[src/rtl/core/combinatorics_unit_macros.svh]
// combinatorics_unit_macros.svh: assertion macros for the combinatorics unit
// no dependencies; included by files that carry concurrent assertions
`ifndef COMBINATORICS_UNIT_MACROS_SVH
`define COMBINATORICS_UNIT_MACROS_SVH

// same-cycle implication, disabled during reset
`define CU_ASSERT_NOW(label, clk, rst, ante, cons) \
  label: assert property (@(posedge clk) disable iff (rst) (ante) |-> (cons)) \
    else $error("combinatorics_unit check failed");

// next-cycle implication, disabled during reset
`define CU_ASSERT_NEXT(label, clk, rst, ante, cons) \
  label: assert property (@(posedge clk) disable iff (rst) (ante) |=> (cons)) \
    else $error("combinatorics_unit check failed");

`endif

[src/rtl/core/cmb_pkg.sv]
// cmb_pkg: types, codes and datapath widths of the combinatorics unit
// no dependencies; used by combinatorics_unit
package cmb_pkg;

  // operand and datapath widths
  localparam int OPERAND_WIDTH_DEF   = 16;
  localparam int FACTORIAL_LIMIT_DEF = 20;
  localparam int FIELD_W = 16;
  localparam int MUL_W   = 32;
  localparam int ACC_W   = 64;
  localparam int PROD_W  = ACC_W + MUL_W;
  localparam int BIT_W   = $clog2(PROD_W);

  // operation codes
  localparam logic [1:0] FN_FACT = 2'd0;
  localparam logic [1:0] FN_PERM = 2'd1;
  localparam logic [1:0] FN_COMB = 2'd2;

  // status codes
  localparam logic [1:0] ST_OK       = 2'd0;
  localparam logic [1:0] ST_INVALID  = 2'd1;
  localparam logic [1:0] ST_OVERFLOW = 2'd2;

  // command transfer payload
  typedef struct packed {
    logic [1:0]         func;
    logic [FIELD_W-1:0] n;
    logic [FIELD_W-1:0] r;
  } cmd_t;

  // result transfer payload
  typedef struct packed {
    logic [ACC_W-1:0] value;
    logic [1:0]       status;
  } res_t;

endpackage

[src/rtl/core/combinatorics_unit.sv]
// combinatorics_unit: factorial, nPr and nCr on a shared 32x32 multiplier and a
// bit-serial 96/OPERAND_WIDTH divider; depends on cmb_pkg and the macro header
//
//  channel  | handshake          | payload
//  ---------+--------------------+-------------------------------
//  command  | start / busy       | cmd  (func, n, r)
//  result   | done strobe        | res  (value, status)
//
// each multiply term sends the low then the high half of the accumulator
// through the one 32x32 multiplier; nCr adds a 96-bit restoring division per
// term. the done strobe follows the last term (or the command transfer, for an
// invalid command or zero terms), and busy drops in the cycle after done.
// rst is synchronous and returns the sequencer to idle. results cannot be
// stalled: done is high for exactly one cycle per command.
`include "combinatorics_unit_macros.svh"

module combinatorics_unit #(
  parameter int OPERAND_WIDTH   = cmb_pkg::OPERAND_WIDTH_DEF,
  parameter int FACTORIAL_LIMIT = cmb_pkg::FACTORIAL_LIMIT_DEF
) (
  input  logic          clk,
  input  logic          rst,
  input  logic          start,
  output logic          busy,
  input  cmb_pkg::cmd_t cmd,
  output logic          done,
  output cmb_pkg::res_t res
);

  localparam int OW = OPERAND_WIDTH;
  localparam logic [cmb_pkg::BIT_W-1:0] BIT_LAST = cmb_pkg::BIT_W'(cmb_pkg::PROD_W - 1);

  // sequencer states
  localparam logic [2:0] S_IDLE   = 3'd0;
  localparam logic [2:0] S_MUL_LO = 3'd1;
  localparam logic [2:0] S_MUL_HI = 3'd2;
  localparam logic [2:0] S_DIV    = 3'd3;
  localparam logic [2:0] S_DONE   = 3'd4;

  logic [2:0]                  state;
  logic [1:0]                  func;
  logic [1:0]                  status;
  logic [cmb_pkg::ACC_W-1:0]   acc;
  logic [cmb_pkg::PROD_W-1:0]  work;
  logic [OW-1:0]               mterm;
  logic [OW-1:0]               dvsr;
  logic [OW-1:0]               cnt;
  logic [OW-1:0]               rem;
  logic [cmb_pkg::BIT_W-1:0]   bitc;

  // command decode
  logic [OW-1:0] n_in;
  logic [OW-1:0] r_in;
  logic [OW-1:0] r_fold;
  logic [OW-1:0] cnt_in;
  logic          inv_in;

  assign n_in   = OW'(cmd.n);
  assign r_in   = OW'(cmd.r);
  assign r_fold = (r_in > (n_in >> 1)) ? (n_in - r_in) : r_in;

  always_comb begin
    cnt_in = '0;
    inv_in = 1'b0;
    unique case (cmd.func)
      cmb_pkg::FN_FACT: begin
        if (n_in > OW'(FACTORIAL_LIMIT)) inv_in = 1'b1;
        else cnt_in = n_in;
      end
      cmb_pkg::FN_PERM: begin
        if (r_in > n_in) inv_in = 1'b1;
        else cnt_in = r_in;
      end
      cmb_pkg::FN_COMB: begin
        if (r_in > n_in) inv_in = 1'b1;
        else cnt_in = r_fold;
      end
      default: inv_in = 1'b1;
    endcase
  end

  // shared multiplier, one accumulator half per cycle
  logic [cmb_pkg::MUL_W-1:0]   mul_a;
  logic [cmb_pkg::MUL_W-1:0]   mul_b;
  logic [2*cmb_pkg::MUL_W-1:0] mp;
  logic [cmb_pkg::PROD_W-1:0]  prod_sum;

  assign mul_a    = (state == S_MUL_LO) ? acc[cmb_pkg::MUL_W-1:0]
                                        : acc[cmb_pkg::ACC_W-1:cmb_pkg::MUL_W];
  assign mul_b    = cmb_pkg::MUL_W'(mterm);
  assign mp       = mul_a * mul_b;
  assign prod_sum = work + {mp, {cmb_pkg::MUL_W{1'b0}}};

  // restoring divide step
  logic [OW:0]                trial;
  logic [OW:0]                diff;
  logic                       qbit;
  logic [OW-1:0]              rem_next;
  logic [cmb_pkg::PROD_W-1:0] quot;

  assign trial    = {rem, work[cmb_pkg::PROD_W-1]};
  assign diff     = trial - {1'b0, dvsr};
  assign qbit     = (trial >= {1'b0, dvsr});
  assign rem_next = qbit ? diff[OW-1:0] : trial[OW-1:0];
  assign quot     = {work[cmb_pkg::PROD_W-2:0], qbit};

  // sequencer and datapath
  always_ff @(posedge clk) begin
    if (rst) begin
      state <= S_IDLE;
    end else begin
      unique case (state)
        S_IDLE: begin
          if (start) begin
            func   <= cmd.func;
            mterm  <= n_in;
            dvsr   <= OW'(1);
            cnt    <= cnt_in;
            acc    <= inv_in ? '0 : cmb_pkg::ACC_W'(1);
            status <= inv_in ? cmb_pkg::ST_INVALID : cmb_pkg::ST_OK;
            state  <= (inv_in || cnt_in == '0) ? S_DONE : S_MUL_LO;
          end
        end
        S_MUL_LO: begin
          work  <= {{cmb_pkg::MUL_W{1'b0}}, mp};
          state <= S_MUL_HI;
        end
        S_MUL_HI: begin
          if (func == cmb_pkg::FN_COMB) begin
            work  <= prod_sum;
            rem   <= '0;
            bitc  <= '0;
            state <= S_DIV;
          end else begin
            acc   <= prod_sum[cmb_pkg::ACC_W-1:0];
            cnt   <= cnt - OW'(1);
            mterm <= mterm - OW'(1);
            dvsr  <= dvsr + OW'(1);
            state <= (cnt == OW'(1)) ? S_DONE : S_MUL_LO;
          end
        end
        S_DIV: begin
          work <= quot;
          rem  <= rem_next;
          bitc <= bitc + cmb_pkg::BIT_W'(1);
          if (bitc == BIT_LAST) begin
            if (quot[cmb_pkg::PROD_W-1:cmb_pkg::ACC_W] != '0) begin
              acc    <= '0;
              status <= cmb_pkg::ST_OVERFLOW;
              state  <= S_DONE;
            end else begin
              acc   <= quot[cmb_pkg::ACC_W-1:0];
              cnt   <= cnt - OW'(1);
              mterm <= mterm - OW'(1);
              dvsr  <= dvsr + OW'(1);
              state <= (cnt == OW'(1)) ? S_DONE : S_MUL_LO;
            end
          end
        end
        S_DONE: begin
          state <= S_IDLE;
        end
        default: begin
          state <= S_IDLE;
        end
      endcase
    end
  end

  // ports
  assign busy       = (state != S_IDLE);
  assign done       = (state == S_DONE);
  assign res.value  = acc;
  assign res.status = status;

  // checks
  `CU_ASSERT_NOW(a_err_zero, clk, rst, done && res.status != cmb_pkg::ST_OK, res.value == '0)
  `CU_ASSERT_NEXT(a_take_busy, clk, rst, start && !busy, busy)
  `CU_ASSERT_NEXT(a_done_pulse, clk, rst, done, !done && !busy)
  `CU_ASSERT_NOW(a_div_nonzero, clk, rst, state == S_DIV, dvsr != '0)

endmodule
[config.mk]
export PLATFORM = sky130hd
export DESIGN_NAME = combinatorics_unit
export DESIGN_NICKNAME = d
export VERILOG_FILES = /design/src/rtl/core/cmb_pkg.sv /design/src/rtl/core/combinatorics_unit.sv
export VERILOG_INCLUDE_DIRS = /design/src /design/src/rtl/core
export SDC_FILE = /design/constraint.sdc
export NUM_CORES = 2
export LEC_CHECK = 0
export BUFFER_PORTS_ARGS = -buffer_cell sky130_fd_sc_hd__buf_2
export CORE_MARGIN = 2
export CORE_UTILIZATION = 59
export DETAILED_ROUTE_END_ITERATION = 7
export PLACE_DENSITY = 0.9
export RECOVER_POWER = 25
export SLEW_MARGIN = 20
export SYNTH_ARGS = -nofsm -noshare
export SYNTH_HDL_FRONTEND = slang
export SYNTH_SLANG_ARGS = --single-unit
[constraint.sdc]
create_clock -name clk -period 9.5 [get_ports clk]
set_input_delay 1.9 -clock clk [delete_from_list [all_inputs] [get_ports clk]]
set_output_delay 1.9 -clock clk [all_outputs]
set_load 0.02 [all_outputs]
* Word level (Yosys, flattened, before mapping)
Cells that the tools add are included.
Cells by class: add/sub/neg operators 7, multipliers 1, divide/modulo/power cells 0, magnitude comparators 4, equality and inequality tests 15, shift-type cells 0, mux-type cells 49, bitwise gates (word level) 1, reduce and logical (&&, ||, !) cells 18
Operators with widths (count):
- 16-bit two-way mux | 18
- 96-bit one-hot mux with 3 select lines | 1
- 64-bit two-way mux | 4
- 16-bit one-hot mux with 3 select lines | 4
- 64-bit one-hot mux with 3 select lines | 1
- 96-bit by 80-bit adder with 96-bit output | 1
- 96-bit two-way mux | 1
- 32-bit by 16-bit multiplier with 48-bit output | 1
- 32-bit two-way mux | 1
- 16-bit one-hot mux with 2 select lines | 1
- 32-bit nonzero test | 1
- 16-bit by 1-bit subtractor with 16-bit output (second input constant) | 2
- 16-bit subtractor | 2
- 3-bit two-way mux | 6
- 17-bit by 16-bit greater-or-equal comparator with 1-bit output | 1
- 16-bit by 1-bit adder with 16-bit output (second input constant) | 1
- 16-bit by 1-bit == test with 1-bit output (second input constant) | 1
- 16-bit by 15-bit > comparator with 1-bit output | 1
- 16-bit > comparator | 1
- 16-bit by 5-bit > comparator with 1-bit output (second input constant) | 1
- 16-bit zero test | 1
- 7-bit one-hot mux with 2 select lines | 1
- 2-bit != test (second input constant) | 6
- 3-bit one-hot mux with 4 select lines | 1
- 23 further kinds | 36
Storage, ports and cells: register bits 238, latch bits 0, memory bits (writable) 0, ROM bits 0, input port bits 37, output and inout bits 68, word-level logic and storage cells 105, memories kept 0

* Logic depth before layout (Yosys ltp)
depth after elaboration 9, mapped depth 40, depth with buffers taken out 37

* Worst setup path before layout
No wires, ideal clock.
kind reg-to-reg, from register state[0], to register work[80] (netlist name), data pin, library setup time 257 ps, arrival 9261 ps, data required time 9243 ps, path slack -18 ps, stages on the path, launching flop included 39, buffers on the path 4, period minus slack after synthesis 9518 ps, cell sequence dfxtp_1 -> clkbuf_1 -> nand2b_1 -> nor2_1 -> buf_1 -> clkbuf_1 -> mux2_2 -> clkbuf_1 -> nand2_1 -> fa_1 -> inv_1 -> fa_1 -> inv_1 -> fa_1 -> inv_1 -> fa_1 -> inv_1 -> fa_1 -> [... 3 more ...] -> a21o_1 -> a21o_1 -> a21o_1 -> a21o_1 -> a21o_1 -> nor2b_1 -> a2111o_1 -> a31oi_1 -> xnor2_1 -> ha_1 -> a21oi_1 -> o21ai_0 -> a21o_1 -> a21oi_1 -> o31a_1 -> a211oi_4 -> or3_1 -> a32o_1
On the way: word-level cells in the longest chain between the ends 6, elaborated cells between the ends (all ways) 8, classes of those cells add/sub (1); mul (1); eq/ne (3); mux (3)
RTL lines:
- start: declaration | line combinatorics_unit.sv:40 | logic [2:0] state;
- start signal: assignment | line combinatorics_unit.sv:121 | state <= (inv_in || cnt_in == '0) ? S_DONE : S_MUL_LO;
- start signal: assignment | line combinatorics_unit.sv:139 | state <= (cnt == OW'(1)) ? S_DONE : S_MUL_LO;
- start signal: assignment | line combinatorics_unit.sv:156 | state <= (cnt == OW'(1)) ? S_DONE : S_MUL_LO;
- 3-bit by 1-bit == test with 1-bit output | line combinatorics_unit.sv:88, combinatorics_unit.sv:112
- 32-bit two-way mux | line combinatorics_unit.sv:88 | assign mul_a = (state == S_MUL_LO) ? acc[cmb_pkg::MUL_W-1:0]
- 32-bit by 16-bit multiplier with 48-bit output | line combinatorics_unit.sv:91 | assign mp = mul_a * mul_b;
- 96-bit by 80-bit adder with 96-bit output | line combinatorics_unit.sv:92 | assign prod_sum = work + {mp, {cmb_pkg::MUL_W{1'b0}}};
- 96-bit two-way mux | line combinatorics_unit.sv:129 | if (func == cmb_pkg::FN_COMB) begin
- 96-bit one-hot mux with 3 select lines (*) | line combinatorics_unit.sv:112 | unique case (state)
- end signal: assignment | line combinatorics_unit.sv:125 | work <= {{cmb_pkg::MUL_W{1'b0}}, mp};
- end signal: assignment | line combinatorics_unit.sv:130 | work <= prod_sum;
- end signal: assignment | line combinatorics_unit.sv:143 | work <= quot;
- end: declaration | line combinatorics_unit.sv:44 | logic [cmb_pkg::PROD_W-1:0] work;
Mark *: on every way between the ends. The rest lies on a longest branch, timed or not. The select of a mux whose other input is x is not followed. A chain may end at the register's enable or synchronous reset.

* Worst setup path after layout
from register state[2], to register work[94] (netlist name), data pin
Same word-level chain as after synthesis.

==> impl_metrics.csv <==
group,metric,value,unit
drt,routedWlPerCell,21.7,um
timing,relSlewSlack,-12.5,%
logic_synthesis,ys_ff_latch,238,
logic_synthesis,synthFlopType,"edfxtp_1",
global_route,antenna_found_initial,5,
timing,layout_worst_path_cycle_share,101,%
clock_tree,clockRootBuffer,"clkbuf_16",
floorplan,core-area,54100,um^2
logic_synthesis,syn-mean-instance-area,9.21,um^2
clock_tree,htreeDepth,1,
global_route,grt_pass1_vias,27848,
timing,worst_pin_slew,1.69,ns
run_status,violations,"capacitance limit, slew limit, setup timing",
clock_tree,cts_tree,"yes",
critical_path,rrSetupSlack,-0.10,ns
place,portBuffers,104,
critical_path,critPathCaptureType,"flop",
critical_path,cp_slowest_cell,"fa_1",
timing,fmaxAchievable,104,MHz
drt,ant_nets,0,
global_route,grt_start_max_net_pins,106,
critical_path,worst-path-buf-inv,10,
critical_path,crit_type,"reg2reg",
clock_tree,cts_sinks,238,
drt,drc_errors,0,
critical_path,start_kind,"flop",
place,dp_cells,4273,
finish,mostFrequentLayoutCell,"inv_1",
logic_synthesis,synth_fp_nets,4207,
logic_synthesis,synth.distinct_cells,82,
critical_path,path_delay_family,"adder cells",
critical_path,reg2reg_depth,36,
finish,drive_gt1_share,12.6,%
floorplan,die_area,56900,um^2
global_route,grt_util_all_layers,32.1,%
clock_tree,postCtsHoldBufs,0,
place,dp_hpwl,69500,um
floorplan,die_y,239,um
critical_path,critPathMaxFanout,8,
drt,first_iter_violations,3568,
critical_path,cp.required,9.94,ns
global_route,grt_pass1_wl,145000,um
floorplan,io-pin-count,105,
critical_path,reg2reg_from,"state[2]$_SDFFE_PP0P_",
logic_synthesis,async_reset_ff_share,0,%
drt,viasPerCell,6.39,
drt,vias,27929,
critical_path,arrival,10.04,ns
timing,slew_viol_final,37,
logic_synthesis,yosysSeqAreaShare,21.9,%
global_route,grt_remaining_overflow,0,
run_status,status,"finished, violations left",
floorplan,initial_core_util,59.9,%
timing,hold_viol,0,
worst_hold_path,whs_path_depth,2,
worst_hold_path,hold_class,"reg2reg",
finish,final_cell_mix,"535 x inv_1, 508 x nand2_1, 414 x fa_1, 235 x edfxtp_1, 212 x ha_1",
clock_tree,clk_path_buf_depth,3,
timing,min_period,9.60,ns
floorplan,rows,85,
clock_tree,clk_latency,0.58,ns
place,place_ws,-0.0484,ns
floorplan,die_w,239,um
timing,rsz0062_at_grt,"true",
logic_synthesis,syn_inst,3522,
critical_path,r2r_end,"work[94]$_DFFE_PP_",
worst_hold_path,hold_start,"work[54]$_DFFE_PP_",
logic_synthesis,synth-edff-count,235,
timing,finalSetupViolCount,11,
timing,hold_ws,0.582,ns
critical_path,critPathMaxStageDelay,0.55,ns
finish,final_cell_count_no_fill,4369,
finish,syn2layout_area_growth,11.3,%
worst_hold_path,hold_path_end,"work[55]$_DFFE_PP_",
flow_run,maxCapViolCount,1,
place,gp_congestion,0.984,
drt,finalWirelength,94900,um
clock_tree,clk_pin_slew,0.06,ns
timing,timing.final.ws_setup,-0.104,ns
logic_synthesis,syn_area,32400,um^2
timing,skew,0.0193,ns
drt,firstDrtPassIters,6,
finish,nNetsFinal,4334,
logic_synthesis,yosysWarningCount,0,
clock_tree,cts_buffers,27,
cell families after synthesis:
kind of cell / after synthesis / synth area share, %
AOI/OAI and AO/OA: 620 / 13.4
adders and majority gates: 648 / 34.7
DFF: 238 / 21.9
xor gates and xnor gates: 138 / 3.73
and+or+nand+nor: 1114 / 16.1
muxes: 57 / 1.89
buffers and inverters: 707 / 8.19
layout make-up:
type	count	area, um^2
inverter	538	2020
tap	696	871
sequential	238	7120
multi-input combinational	2580	23300
clock buffer	27	676
clock inverter	23	295
fill	3672	18000
antenna	3	7.51
timing repair buffer	264	1850
sequential cells by signal (all words and copies together), names as in the netlist:
name / cells
bitc: 7
status: 2
cnt: 16
state: 3
dvsr: 16
rem: 16
acc: 64
work: 96
mterm: 16
func: 2
how the worst max path moves through the flow:
stage                     startpoint            endpoint  slack (ns)  cells past startpoint
6_report       state[2]$_SDFFE_PP0P_  work[94]$_DFFE_PP_       -0.10                     36
5_1_grt        state[2]$_SDFFE_PP0P_  work[78]$_DFFE_PP_       -0.28                     38
4_1_cts        state[2]$_SDFFE_PP0P_  work[84]$_DFFE_PP_        0.02                     37
3_5_place_dp   state[2]$_SDFFE_PP0P_  work[94]$_DFFE_PP_       -0.05                     36
3_3_place_gp   state[2]$_SDFFE_PP0P_  work[80]$_DFFE_PP_        0.16                     35
2_1_floorplan  state[0]$_SDFFE_PP0P_  work[80]$_DFFE_PP_        0.10                     36
tightest hold or removal path: stages (launching register included):
cell and delay (ns):
edfxtp_1 0.35, nand2_1 0.06, nand2_1 0.06
synthesized netlist by cell type, types with 77 or more instances:
cell / count / share of area (%)
a22o_1: 77 / 2.1
o21ai_0: 137 / 2.1
xnor2_1: 96 / 2.6
nor2_1: 154 / 1.8
nand2_1: 510 / 5.9
ha_1: 227 / 8.8
edfxtp_1: 235 / 22
and2_1: 189 / 3.6
clkbuf_1: 148 / 1.7
a21oi_1: 127 / 2.0
fa_1: 421 / 26
inv_1: 535 / 6.2
what timing repair did:
action | 4_1_cts | 5_1_grt
gates resized for setup | 3 | 108
buffers inserted | 3 | 35
cloned | 0 | 5
hold endpoints to repair | 0 | 0
pin swaps | 3 | 49
setup endpoints to repair | 3 | 31
routing by layer:
metal	part of all wire, %	vias to the layer above	global-route usage [%]
met5	0.061	-	0
met4	6.3	8	15.5
met3	12	493	6.57
met2	46	2011	51.7
met1	36	13461	41.6
li1	-	11956	-
metrics by stage:
step	utilization [%]	cell area (um^2)	TNS (ns)
after floorplan	-	32400	0
after global placement	63.2	34200	0
after detailed placement	63.2	34200	-0.0663
after CTS	65.0	35200	0
after global routing	66.7	36100	-4.67
final	66.7	36100	-0.620
Power is left out: the tool's default activity adds up to more than one toggle a clock period on the data nets, which glitch-free logic cannot reach.
